<file path="src/hw/rtl/assert_macros.svh">
// ---------------------------------------------------------------------------
// assert_macros: shared concurrent assertion macros
// expects signals named clock and reset in the scope of use
// ---------------------------------------------------------------------------
`ifndef ASSERT_MACROS_SVH
`define ASSERT_MACROS_SVH

// same-cycle implication
`define PSV_ASSERT_IMP(label, ante, cons) \
   label: assert property (@(posedge clock) disable iff (reset) (ante) |-> (cons)) \
      else $error("same-cycle check failed");

// next-cycle implication
`define PSV_ASSERT_NXT(label, ante, cons) \
   label: assert property (@(posedge clock) disable iff (reset) (ante) |=> (cons)) \
      else $error("next-cycle check failed");

`endif

</file>
<file path="src/hw/rtl/psv_pkg.sv">
// ---------------------------------------------------------------------------
// psv_pkg: shared types, constants and table functions
// widths of the slice request and vertex fields, sine table content
// ---------------------------------------------------------------------------
package psv_pkg;

   localparam int LINE_COUNT_DEF      = 16;
   localparam int SINE_TABLE_BITS_DEF = 10;

   localparam int PIXEL_W    = 16;
   localparam int RADIUS_W   = 16;
   localparam int ANGLE_W    = 17;
   localparam int COORD_W    = 21;
   localparam int MAG_W      = 15;
   localparam int FRAC_BITS  = 4;
   localparam int TRIG_FRAC  = 14;
   localparam int TPROD_W    = RADIUS_W + MAG_W;

   localparam logic [ANGLE_W-1:0] FULL_TURN = ANGLE_W'(65536);

   typedef struct packed {
      logic signed [PIXEL_W-1:0] center_x;
      logic signed [PIXEL_W-1:0] center_y;
      logic [RADIUS_W-1:0]       radius;
      logic [ANGLE_W-1:0]        start_angle;
      logic [ANGLE_W-1:0]        end_angle;
      logic                      fill_on;
   } req_type;

   typedef struct packed {
      logic signed [PIXEL_W-1:0] center_x;
      logic signed [PIXEL_W-1:0] center_y;
      logic [RADIUS_W-1:0]       radius;
   } job_type;

   typedef struct packed {
      logic               center;
      logic               last;
      logic [ANGLE_W-1:0] angle;
   } vtx_desc_type;

   typedef struct packed {
      logic [MAG_W-1:0] sin_mag;
      logic             sin_neg;
      logic [MAG_W-1:0] cos_mag;
      logic             cos_neg;
   } trig_type;

   // quarter-wave sine entry in q14, taylor series to the x^13 term
   function automatic logic [MAG_W-1:0] sine_entry(int unsigned k, int unsigned bits);
      logic [63:0] x;
      logic [63:0] term;
      logic [63:0] v;
      longint      sum;
      x    = (64'd1686629713 * 64'(k)) >> bits;
      term = x;
      sum  = longint'(x);
      term = ((((term * x) >> 30) * x) >> 30) / 64'd6;
      sum  = sum - longint'(term);
      term = ((((term * x) >> 30) * x) >> 30) / 64'd20;
      sum  = sum + longint'(term);
      term = ((((term * x) >> 30) * x) >> 30) / 64'd42;
      sum  = sum - longint'(term);
      term = ((((term * x) >> 30) * x) >> 30) / 64'd72;
      sum  = sum + longint'(term);
      term = ((((term * x) >> 30) * x) >> 30) / 64'd110;
      sum  = sum - longint'(term);
      term = ((((term * x) >> 30) * x) >> 30) / 64'd156;
      sum  = sum + longint'(term);
      if (sum < 0) begin
         sum = 0;
      end
      v = (64'(sum) + 64'd32768) >> 16;
      if (v > 64'd16384) begin
         v = 64'd16384;
      end
      if (k == (32'd1 << bits)) begin
         v = 64'd16384;
      end
      return MAG_W'(v);
   endfunction

endpackage

</file>
<file path="src/hw/rtl/psv_sequencer.sv">
// ---------------------------------------------------------------------------
// psv_sequencer: walks one slice and issues one vertex descriptor a step
// start vertex, rim indices with optional center, end vertex, optional closing center
// ---------------------------------------------------------------------------
`include "assert_macros.svh"

module psv_sequencer import psv_pkg::*; #(
   parameter int LINE_COUNT = LINE_COUNT_DEF
) (
   input  logic         clock,
   input  logic         reset,
   input  logic         open,
   input  logic         req_valid,
   output logic         req_ready,
   input  req_type      req,
   input  logic         step,
   output logic         desc_valid,
   output vtx_desc_type desc,
   output job_type      job
);

   localparam int IDX_W  = $clog2(2 * LINE_COUNT);
   localparam int JW     = $clog2(LINE_COUNT);
   localparam int PROD_W = 17 + $clog2(LINE_COUNT);

   typedef enum logic [2:0] {
      IDLE,
      START,
      LOOP_RIM,
      LOOP_CTR,
      END_RIM,
      CLOSE
   } state_type;

   state_type          state_ff, state_in;
   logic [IDX_W-1:0]   idx_ff, idx_in;
   logic [IDX_W-1:0]   ei_ff, ei_in;
   logic               fill_ff, fill_in;
   logic               closing_ff, closing_in;
   logic [ANGLE_W-1:0] sa_ff, sa_in;
   logic [ANGLE_W-1:0] ea_ff, ea_in;
   job_type            job_ff, job_in;

   logic [15:0]        rim_tab [LINE_COUNT];
   logic               accept;
   logic [ANGLE_W-1:0] sa_sat;
   logic [ANGLE_W-1:0] ea_sat;
   logic [PROD_W-1:0]  si_prod;
   logic [PROD_W-1:0]  ei_prod;
   logic [IDX_W-1:0]   si;
   logic [IDX_W-1:0]   ei;
   logic [IDX_W-1:0]   idx_inc;
   logic [JW-1:0]      rim_j;

   // rim angle of index j, the same for j + LINE_COUNT modulo a turn
   for (genvar j = 0; j < LINE_COUNT; j++) begin : g_rim
      assign rim_tab[j] = 16'((j * 65536 + LINE_COUNT / 2) / LINE_COUNT);
   end

   assign req_ready = (state_ff == IDLE) && open;
   assign accept    = req_valid && req_ready;

   always_comb begin
      sa_sat  = (req.start_angle > FULL_TURN) ? FULL_TURN : req.start_angle;
      ea_sat  = (req.end_angle > FULL_TURN) ? FULL_TURN : req.end_angle;
      // nearest segment index, half a segment rounds up
      si_prod = PROD_W'(sa_sat) * PROD_W'(LINE_COUNT) + PROD_W'(32768);
      ei_prod = PROD_W'(ea_sat) * PROD_W'(LINE_COUNT) + PROD_W'(32768);
      si      = IDX_W'(si_prod >> 16);
      ei      = IDX_W'(ei_prod >> 16);
      idx_inc = idx_ff + IDX_W'(1);
      rim_j   = (idx_ff >= IDX_W'(LINE_COUNT)) ? JW'(idx_ff - IDX_W'(LINE_COUNT))
                                               : JW'(idx_ff);
   end

   always_comb begin
      state_in   = state_ff;
      idx_in     = idx_ff;
      ei_in      = ei_ff;
      fill_in    = fill_ff;
      closing_in = closing_ff;
      sa_in      = sa_ff;
      ea_in      = ea_ff;
      job_in     = job_ff;
      if (accept) begin
         state_in        = START;
         idx_in          = si;
         ei_in           = (ei < si) ? ei + IDX_W'(LINE_COUNT) : ei;
         fill_in         = req.fill_on;
         // span is below a full turn unless it is exactly zero to a full turn
         closing_in      = !((sa_sat == '0) && (ea_sat == FULL_TURN));
         sa_in           = sa_sat;
         ea_in           = ea_sat;
         job_in.center_x = req.center_x;
         job_in.center_y = req.center_y;
         job_in.radius   = req.radius;
      end else if (step) begin
         unique case (state_ff)
            IDLE: begin
               state_in = IDLE;
            end
            START: begin
               state_in = (idx_ff < ei_ff) ? LOOP_RIM : END_RIM;
            end
            LOOP_RIM: begin
               idx_in = idx_inc;
               if (fill_ff) begin
                  state_in = LOOP_CTR;
               end else begin
                  state_in = (idx_inc < ei_ff) ? LOOP_RIM : END_RIM;
               end
            end
            LOOP_CTR: begin
               state_in = (idx_ff < ei_ff) ? LOOP_RIM : END_RIM;
            end
            END_RIM: begin
               state_in = closing_ff ? CLOSE : IDLE;
            end
            CLOSE: begin
               state_in = IDLE;
            end
            default: begin
               state_in = IDLE;
            end
         endcase
      end
   end

   always_comb begin
      desc_valid  = 1'b1;
      desc.center = 1'b0;
      desc.last   = 1'b0;
      desc.angle  = '0;
      unique case (state_ff)
         IDLE: begin
            desc_valid = 1'b0;
         end
         START: begin
            desc.angle = sa_ff;
         end
         LOOP_RIM: begin
            desc.angle = {1'b0, rim_tab[rim_j]};
         end
         LOOP_CTR: begin
            desc.center = 1'b1;
         end
         END_RIM: begin
            desc.angle = ea_ff;
            desc.last  = !closing_ff;
         end
         CLOSE: begin
            desc.center = 1'b1;
            desc.last   = 1'b1;
         end
         default: begin
            desc_valid = 1'b0;
         end
      endcase
   end

   always_ff @(posedge clock) begin
      if (reset) begin
         state_ff <= IDLE;
      end else begin
         state_ff <= state_in;
      end
      idx_ff     <= idx_in;
      ei_ff      <= ei_in;
      fill_ff    <= fill_in;
      closing_ff <= closing_in;
      sa_ff      <= sa_in;
      ea_ff      <= ea_in;
      job_ff     <= job_in;
   end

   assign job = job_ff;

   `PSV_ASSERT_IMP(a_rim_in_range, state_ff == LOOP_RIM, idx_ff < ei_ff)
   `PSV_ASSERT_IMP(a_ctr_needs_fill, state_ff == LOOP_CTR, fill_ff)
   `PSV_ASSERT_NXT(a_accept_starts, accept, state_ff == START)

endmodule
</file>
<file path="config.mk">
export PLATFORM = sky130hd
export DESIGN_NAME = psv_sequencer
export DESIGN_NICKNAME = d
export VERILOG_FILES = /design/src/hw/rtl/psv_pkg.sv /design/src/hw/rtl/psv_sequencer.sv
export VERILOG_INCLUDE_DIRS = /design/src /design/src/hw/rtl
export SDC_FILE = /design/constraint.sdc
export NUM_CORES = 1
export LEC_CHECK = 0
export BUFFER_PORTS_ARGS = -buffer_cell sky130_fd_sc_hd__buf_2
export CAP_MARGIN = 5
export CORE_ASPECT_RATIO = 1.1
export CORE_UTILIZATION = 40
export DETAILED_ROUTE_END_ITERATION = 10
export MAX_ROUTING_LAYER = met4
export PLACE_DENSITY = 0.7
export SETUP_SLACK_MARGIN = 0.5
export SLEW_MARGIN = 10
export SYNTH_ARGS = -nofsm -noshare
export SYNTH_HDL_FRONTEND = slang
export SYNTH_SLANG_ARGS = --single-unit
</file>
<file path="constraint.sdc">
create_clock -name clock -period 2.8 [get_ports clock]
set_input_delay 0.56 -clock clock [delete_from_list [all_inputs] [get_ports clock]]
set_output_delay 0.56 -clock clock [all_outputs]
set_load 0.05 [all_outputs]
</file>
== Yosys cells after proc, flatten, opt, wreduce, memory -nomap -nowiden ==
Memories as Yosys holds them, arrays and structs flattened.
Index checks and enable logic that the tools add are counted.

* $add $sub $neg: 5
* Reductions and logical operators: 14
* $lt $le $gt $ge: 7
* Equality and inequality tests: 6
* Bitwise logic cells: 1
* Multiplexer cells: 20

{| class="wikitable"
|+ Operator list
! kind !! number
|-
| $pmux 17 s3 || 1
|-
| $add 21x16->21 const B || 2
|-
| $gt 17x17->1 const B || 2
|-
| $mux 17 || 2
|-
| $mux 16 || 2
|-
| $mux 5 || 4
|-
| $eq 17x17->1 const B || 1
|-
| $logic_not 17->1 || 1
|-
| $lt 5x5->1 || 3
|-
| $mux 3 || 4
|-
| $ge 5x5->1 const B || 2
|-
| $pmux 3 s3 || 1
|-
| $eq 3x2->1 const B || 2
|-
| $eq 3x3->1 const B || 2
|-
| $reduce_or 2->1 || 3
|-
| $add 5x1->5 const B || 1
|-
| $add 5x5->5 const B || 1
|-
| $not 4->5 || 1
|-
| $reduce_or 5->1 || 1
|-
| $mux 1 || 4
|-
| $mux 4 || 1
|-
| $reduce_bool 2->1 || 2
|-
| $sub 4x1->4 const B || 1
|-
| $eq 3x1->1 const B || 1
|-
| other kinds (5) || 8
|}

* Word-level logic and storage cells: 65
* Register bits after elaboration: 97
* Input bits: 88
* Memories: 1
* ROM bits: 256

{| class="wikitable"
|+ Memories
! name !! words !! bits a word !! rd ports !! clocked after memory_dff !! wr ports !! RTL line !! RTL
|-
| (name not given) || 16 || 16 || 1 || 0 || 0 || psv_sequencer.sv:142 || <nowiki>desc.angle = {1'b0, rim_tab[rim_j]};</nowiki>
|}

== Depth between registers and ports, before layout ==
* Depth in word-level cells: 7
* Depth in mapped cells: 10
* Depth with buffers taken out: 10

== Worst setup path after synthesis ==
Ideal clock, no wire load.

* Path type: input -> register
* From: input open
* To: register idx_ff[3], data pin
* Data required time: 2543 ps
* Setup slack: -570 ps
* Cell stages on the path: 5
* Library setup time: 257 ps
* Arrival time: 3113 ps
* Cells stage by stage: nor4b_2 -> nand2_2 -> inv_2 -> nand2_1 -> o21a_1

* Word-level cells in the longest chain between the ends: 3

{| class="wikitable"
|+ RTL lines
! what !! RTL line !! RTL
|-
| from (decl) || psv_sequencer.sv:12 || <nowiki>input logic open,</nowiki>
|-
| $logic_and 1x1->1 || psv_sequencer.sv:60 || <nowiki>assign req_ready = (state_ff == IDLE) && open;</nowiki>
|-
| $logic_and 1x1->1 || psv_sequencer.sv:61 || <nowiki>assign accept = req_valid && req_ready;</nowiki>
|-
| named net accept || psv_sequencer.sv:45 || <nowiki>logic accept;</nowiki>
|-
| $mux 5 || psv_sequencer.sv:85 || <nowiki>if (accept) begin</nowiki>
|-
| named net idx_in[3] || psv_sequencer.sv:36 || <nowiki>logic [IDX_W-1:0] idx_ff, idx_in;</nowiki>
|-
| to (signal assigned) || psv_sequencer.sv:167 || <nowiki>idx_ff <= idx_in;</nowiki>
|-
| to (decl) || psv_sequencer.sv:36 ||
|}

The timed path passes the listed nets, and every way through them passes these cells.
A chain may end at the register's enable or synchronous reset.

== Worst setup path after layout ==
* From: input req[2] (netlist name)
* To: register ei_ff[4], data pin

* Word-level cells in the longest chain between the ends: 5

{| class="wikitable"
|+ RTL lines
! what !! RTL line !! RTL
|-
| from (decl) || psv_sequencer.sv:15 || <nowiki>input req_type req,</nowiki>
|-
| $gt 17x17->1 * || psv_sequencer.sv:65 || <nowiki>ea_sat = (req.end_angle > FULL_TURN) ? FULL_TURN : req.end_angle;</nowiki>
|-
| $mux 17 * || psv_sequencer.sv:65 ||
|-
| named net ea_sat[12] || psv_sequencer.sv:47 || <nowiki>logic [ANGLE_W-1:0] ea_sat;</nowiki>
|-
| $add 21x16->21 * || psv_sequencer.sv:68 || <nowiki>ei_prod = PROD_W'(ea_sat) * PROD_W'(LINE_COUNT) + PROD_W'(32768);</nowiki>
|-
| named net ei_prod[17] || psv_sequencer.sv:49 || <nowiki>logic [PROD_W-1:0] ei_prod;</nowiki>
|-
| $add 5x5->5 / $lt 5x5->1 (equally long branches) || psv_sequencer.sv:88 || <nowiki>ei_in = (ei < si) ? ei + IDX_W'(LINE_COUNT) : ei;</nowiki>
|-
| $mux 5 * || psv_sequencer.sv:88 ||
|-
| to (signal assigned) || psv_sequencer.sv:168 || <nowiki>ei_ff <= ei_in;</nowiki>
|-
| to (decl) || psv_sequencer.sv:37 || <nowiki>logic [IDX_W-1:0] ei_ff, ei_in;</nowiki>
|}

Mark *: on every way through the listed nets, which the timed path passes. The rest lies on a longest branch.

==> impl_metrics.env <==
export IMPL_ant_nets=0
export IMPL_fin_crit_ps=2430
export IMPL_r2r_end="state_ff[2]$_SDFFE_PP0P_"
export IMPL_synth_compound_area_share_pct=7.98
export IMPL_gr_usage_all_layers_pct=19.4
export IMPL_htreeDepth=3
export IMPL_dp_hpwl_um=7210
export IMPL_finalCritPeriodShare_pct=86.7
export IMPL_ys_ff_latch=97
export IMPL_drv_cap=0
export IMPL_gp_congestion=0.786
export IMPL_min_path_type="in2reg"
export IMPL_ys_async_sr_fraction_pct=0
export IMPL_path_cells="buf_6 > nor4_4 > a41oi_4 > nor2b_2 > ha_2 > xor2_2 > ha_1 > a21o_1 > a21oi_2 > o21ai_2 > xnor2_1"
export IMPL_synth_edf_count=94
export IMPL_fin_nets=571
export IMPL_worstSetupEndpoint="ei_ff[4]$_DFFE_PP_"
export IMPL_r2r_start="idx_ff[0]$_DFFE_PP_"
export IMPL_dieArea_um2=11000
export IMPL_fillers=901
export IMPL_cts_sinks=97
export IMPL_dr_pass1_iters=5
export IMPL_antenna_found_initial=0
export IMPL_crit_fanout=2
export IMPL_seq_area_frac_synth_pct=68.3
export IMPL_fin_util_pct=55.0
export IMPL_placed_cell_area_um2=5200
export IMPL_drcViolationCount=0
export IMPL_slew_headroom_pct=69.1
export IMPL_skew_ps=9.27
export IMPL_syn_to_final_growth_pct=31.5
export IMPL_crit_cells=11
export IMPL_ios=157
export IMPL_path_class="in2reg"
export IMPL_crit_path_start="req[2]"
export IMPL_grt_pass1_wl_um=15200
export IMPL_synth_fp_nets=398
export IMPL_cp_data_arrival_time_ps=2540
export IMPL_grt_max_degree=94
export IMPL_fmax_mhz=412
export IMPL_finalHoldViolCount=0
export IMPL_synth_mux_area_share_pct=0
export IMPL_outcome="completed"
export IMPL_irDropWorstVdd_mv=0.326
export IMPL_core_area_um2=10100
export IMPL_rrSetupSlack_ps=680
export IMPL_clk_pin_slew_ps=110
export IMPL_final_area_um2=5550
export IMPL_start_kind="primary input"
export IMPL_cts_tree="yes"
export IMPL_path_delay_family="simple AND/OR/NAND/NOR gates"
export IMPL_synth_cells=295
export IMPL_vias=3039
export IMPL_cellLeakagePower_nw=2.23
export IMPL_crit_path_top_delay_cell="nor4_4"
export IMPL_setup_viol=0
export IMPL_grt_overflow_total=0
export IMPL_wl_per_cell_um=15.9
export IMPL_power_density_nw_per_um2=577
export IMPL_cpPeakStageDelay_ps=410
export IMPL_pre_cts_slack_ps=-42.1
export IMPL_cts_path_max_buffers=2
export IMPL_clockRootBuffer="clkbuf_8"
export IMPL_route_final_wire_length_um=9760
export IMPL_numPortBuffers=156
export IMPL_via_per_inst=4.96
export IMPL_synth_xor_area_share_pct=2.08
export IMPL_die_h_um=110
export IMPL_clkLatencyLatePin_ps=360
export IMPL_rows=38
export IMPL_die_x_um=99.9
export IMPL_synthFlopType="edfxtp_1"
export IMPL_ys_types=41
export IMPL_tightest_slew_ps=459
export IMPL_drive_gt1_share_pct=44.6
export IMPL_first_global_vias=3093
export IMPL_numCtsBuffers=9
export IMPL_worstPathRequired_ps=2920
export IMPL_slew_violations=0
export IMPL_r2r_cells=8
export IMPL_drtIter0Drc=222
export IMPL_diodes=0
export IMPL_seq_area_um2=2890
export IMPL_start_util_pct=41.8
export IMPL_fin_ws_ps=372
export IMPL_synth_fa_ha_area_share_pct=4.45
export IMPL_finalPower_mw=3.20
export IMPL_synth_top_family_by_area="simple AND/OR/NAND/NOR gates"
export IMPL_rsz0062_at_grt="true"
export IMPL_multi_input_comb_area_um2=1310
export IMPL_cp_buffers_inverters=1
export IMPL_ys_warn_count=0
export IMPL_cp_end_kind="register"
export IMPL_syn_area_um2=4220
export IMPL_yosys_area_share_simple_pct=15.3
export IMPL_avgSynthCellArea_um2=14.3
==> synth_stat cells (all sizes together), types with 4 or more instances <==
master,number,area (um^2)
nand3,9,45.0
nor4,9,123
nand2,19,73.8
buf,6,31.3
clkbuf,4,15.0
nor2,25,98.8
a22oi,17,128
ha,15,188
xnor2,7,61.3
inv,8,30.0
edfxtp,94,2820
nor2b,33,214
a21oi,7,35.0
o21ai,9,45.0
==> layout make-up <==
| cell class | instances | share of cell area (%) |
|---|---|---|
| timing repair buffer | 172 | 17.2 |
| sequential | 97 | 52.0 |
| multi-input combinational | 180 | 23.6 |
| tap | 140 | 3.16 |
| clock buffer | 10 | 2.30 |
| clock inverter | 6 | 0.902 |
| inverter | 8 | 0.834 |
==> report_power, final <==
part	internal, mW	switching [mW]
Sequential	1.70	0.0331
Clock	0.337	0.514
Combinational	0.200	0.422
==> cells by family (layout without fill, tap and decap cells) <==
group / Yosys count / after routing
buffers and inverters: 18 / 196
AND/OR/NAND/NOR: 108 / 108
flip-flops: 97 / 97
AO/OA/AOI/OAI: 47 / 47
adder cells (fa/ha/maj): 15 / 15
XOR/XNOR: 10 / 10
==> layer usage <==
| metal | vias to the layer above | track usage (%) | wire length (um) |
|---|---|---|---|
| met1 | 1467 | 23.3 | 4160 |
| met3 | 10 | 4.70 | 577 |
| met4 | 0 | 7.67 | 166 |
| met2 | 116 | 31.6 | 4850 |
| li1 | 1446 | - | - |
| met5 | - | - | 0 |
==> worst reg2reg max path, delay by kind of cell (launching register included) <==
kind / cells / cell delay [ps]
adder cells (fa/ha/maj): 2 / 580
XOR/XNOR: 1 / 90
AO/OA/AOI/OAI: 2 / 510
flip-flops: 1 / 470
AND/OR/NAND/NOR: 3 / 380
==> cell usage in the layout, fill, tap and decap left out, types with 3 or more instances in the layout <==
master / instances
buf_2: 140
edfxtp_1: 94
nor2b_1: 30
nor2_1: 23
buf_4: 21
nand2_1: 18
a22oi_1: 17
ha_1: 14
nand3_1: 9
clkbuf_8: 9
o21ai_1: 8
clkbuf_4: 8
xnor2_1: 7
a21oi_1: 6
inv_1: 5
nor4_4: 4
nor4_1: 4
o21a_1: 3
nand2b_1: 3
==> worst min-delay path by stage <==
stage                                         from                  endpoint  slack (ps)  depth (start not counted)
after floorplan                idx_ff[0]$_DFFE_PP_       idx_ff[0]$_DFFE_PP_         630                          1
after global placement    state_ff[1]$_SDFFE_PP0P_  state_ff[1]$_SDFFE_PP0P_         500                          2
after detailed placement  state_ff[1]$_SDFFE_PP0P_  state_ff[1]$_SDFFE_PP0P_         530                          2
after CTS                                  req[61]         job[26]$_DFFE_PP_         340                          1
after global routing                       req[61]         job[26]$_DFFE_PP_         320                          1
final                                      req[61]         job[26]$_DFFE_PP_         370                          1
==> registers in the layout, summed over array words and instances, names as in the netlist <==
signal      flops
ea_ff          17
closing_ff      1
sa_ff          17
ei_ff           5
fill_ff         1
state_ff        3
idx_ff          5
job            48
==> through the flow <==
step                TNS [ps]  instances  hold WS [ps]
finish                     0        613           365
global route               0        613           324
CTS                        0        613           340
detailed placement     -42.1        587           527
global placement           0        587           504
floorplan                  0        295           629
==> timing repair <==
action	4_1_cts	5_1_grt
gates cloned	0	0
endpoints found under the setup margin	20	20
setup buffers	10	0
pin swaps	1	3
hold buffers	0	0
gates resized for setup	15	21
Power figures use the tool's default switching activity.
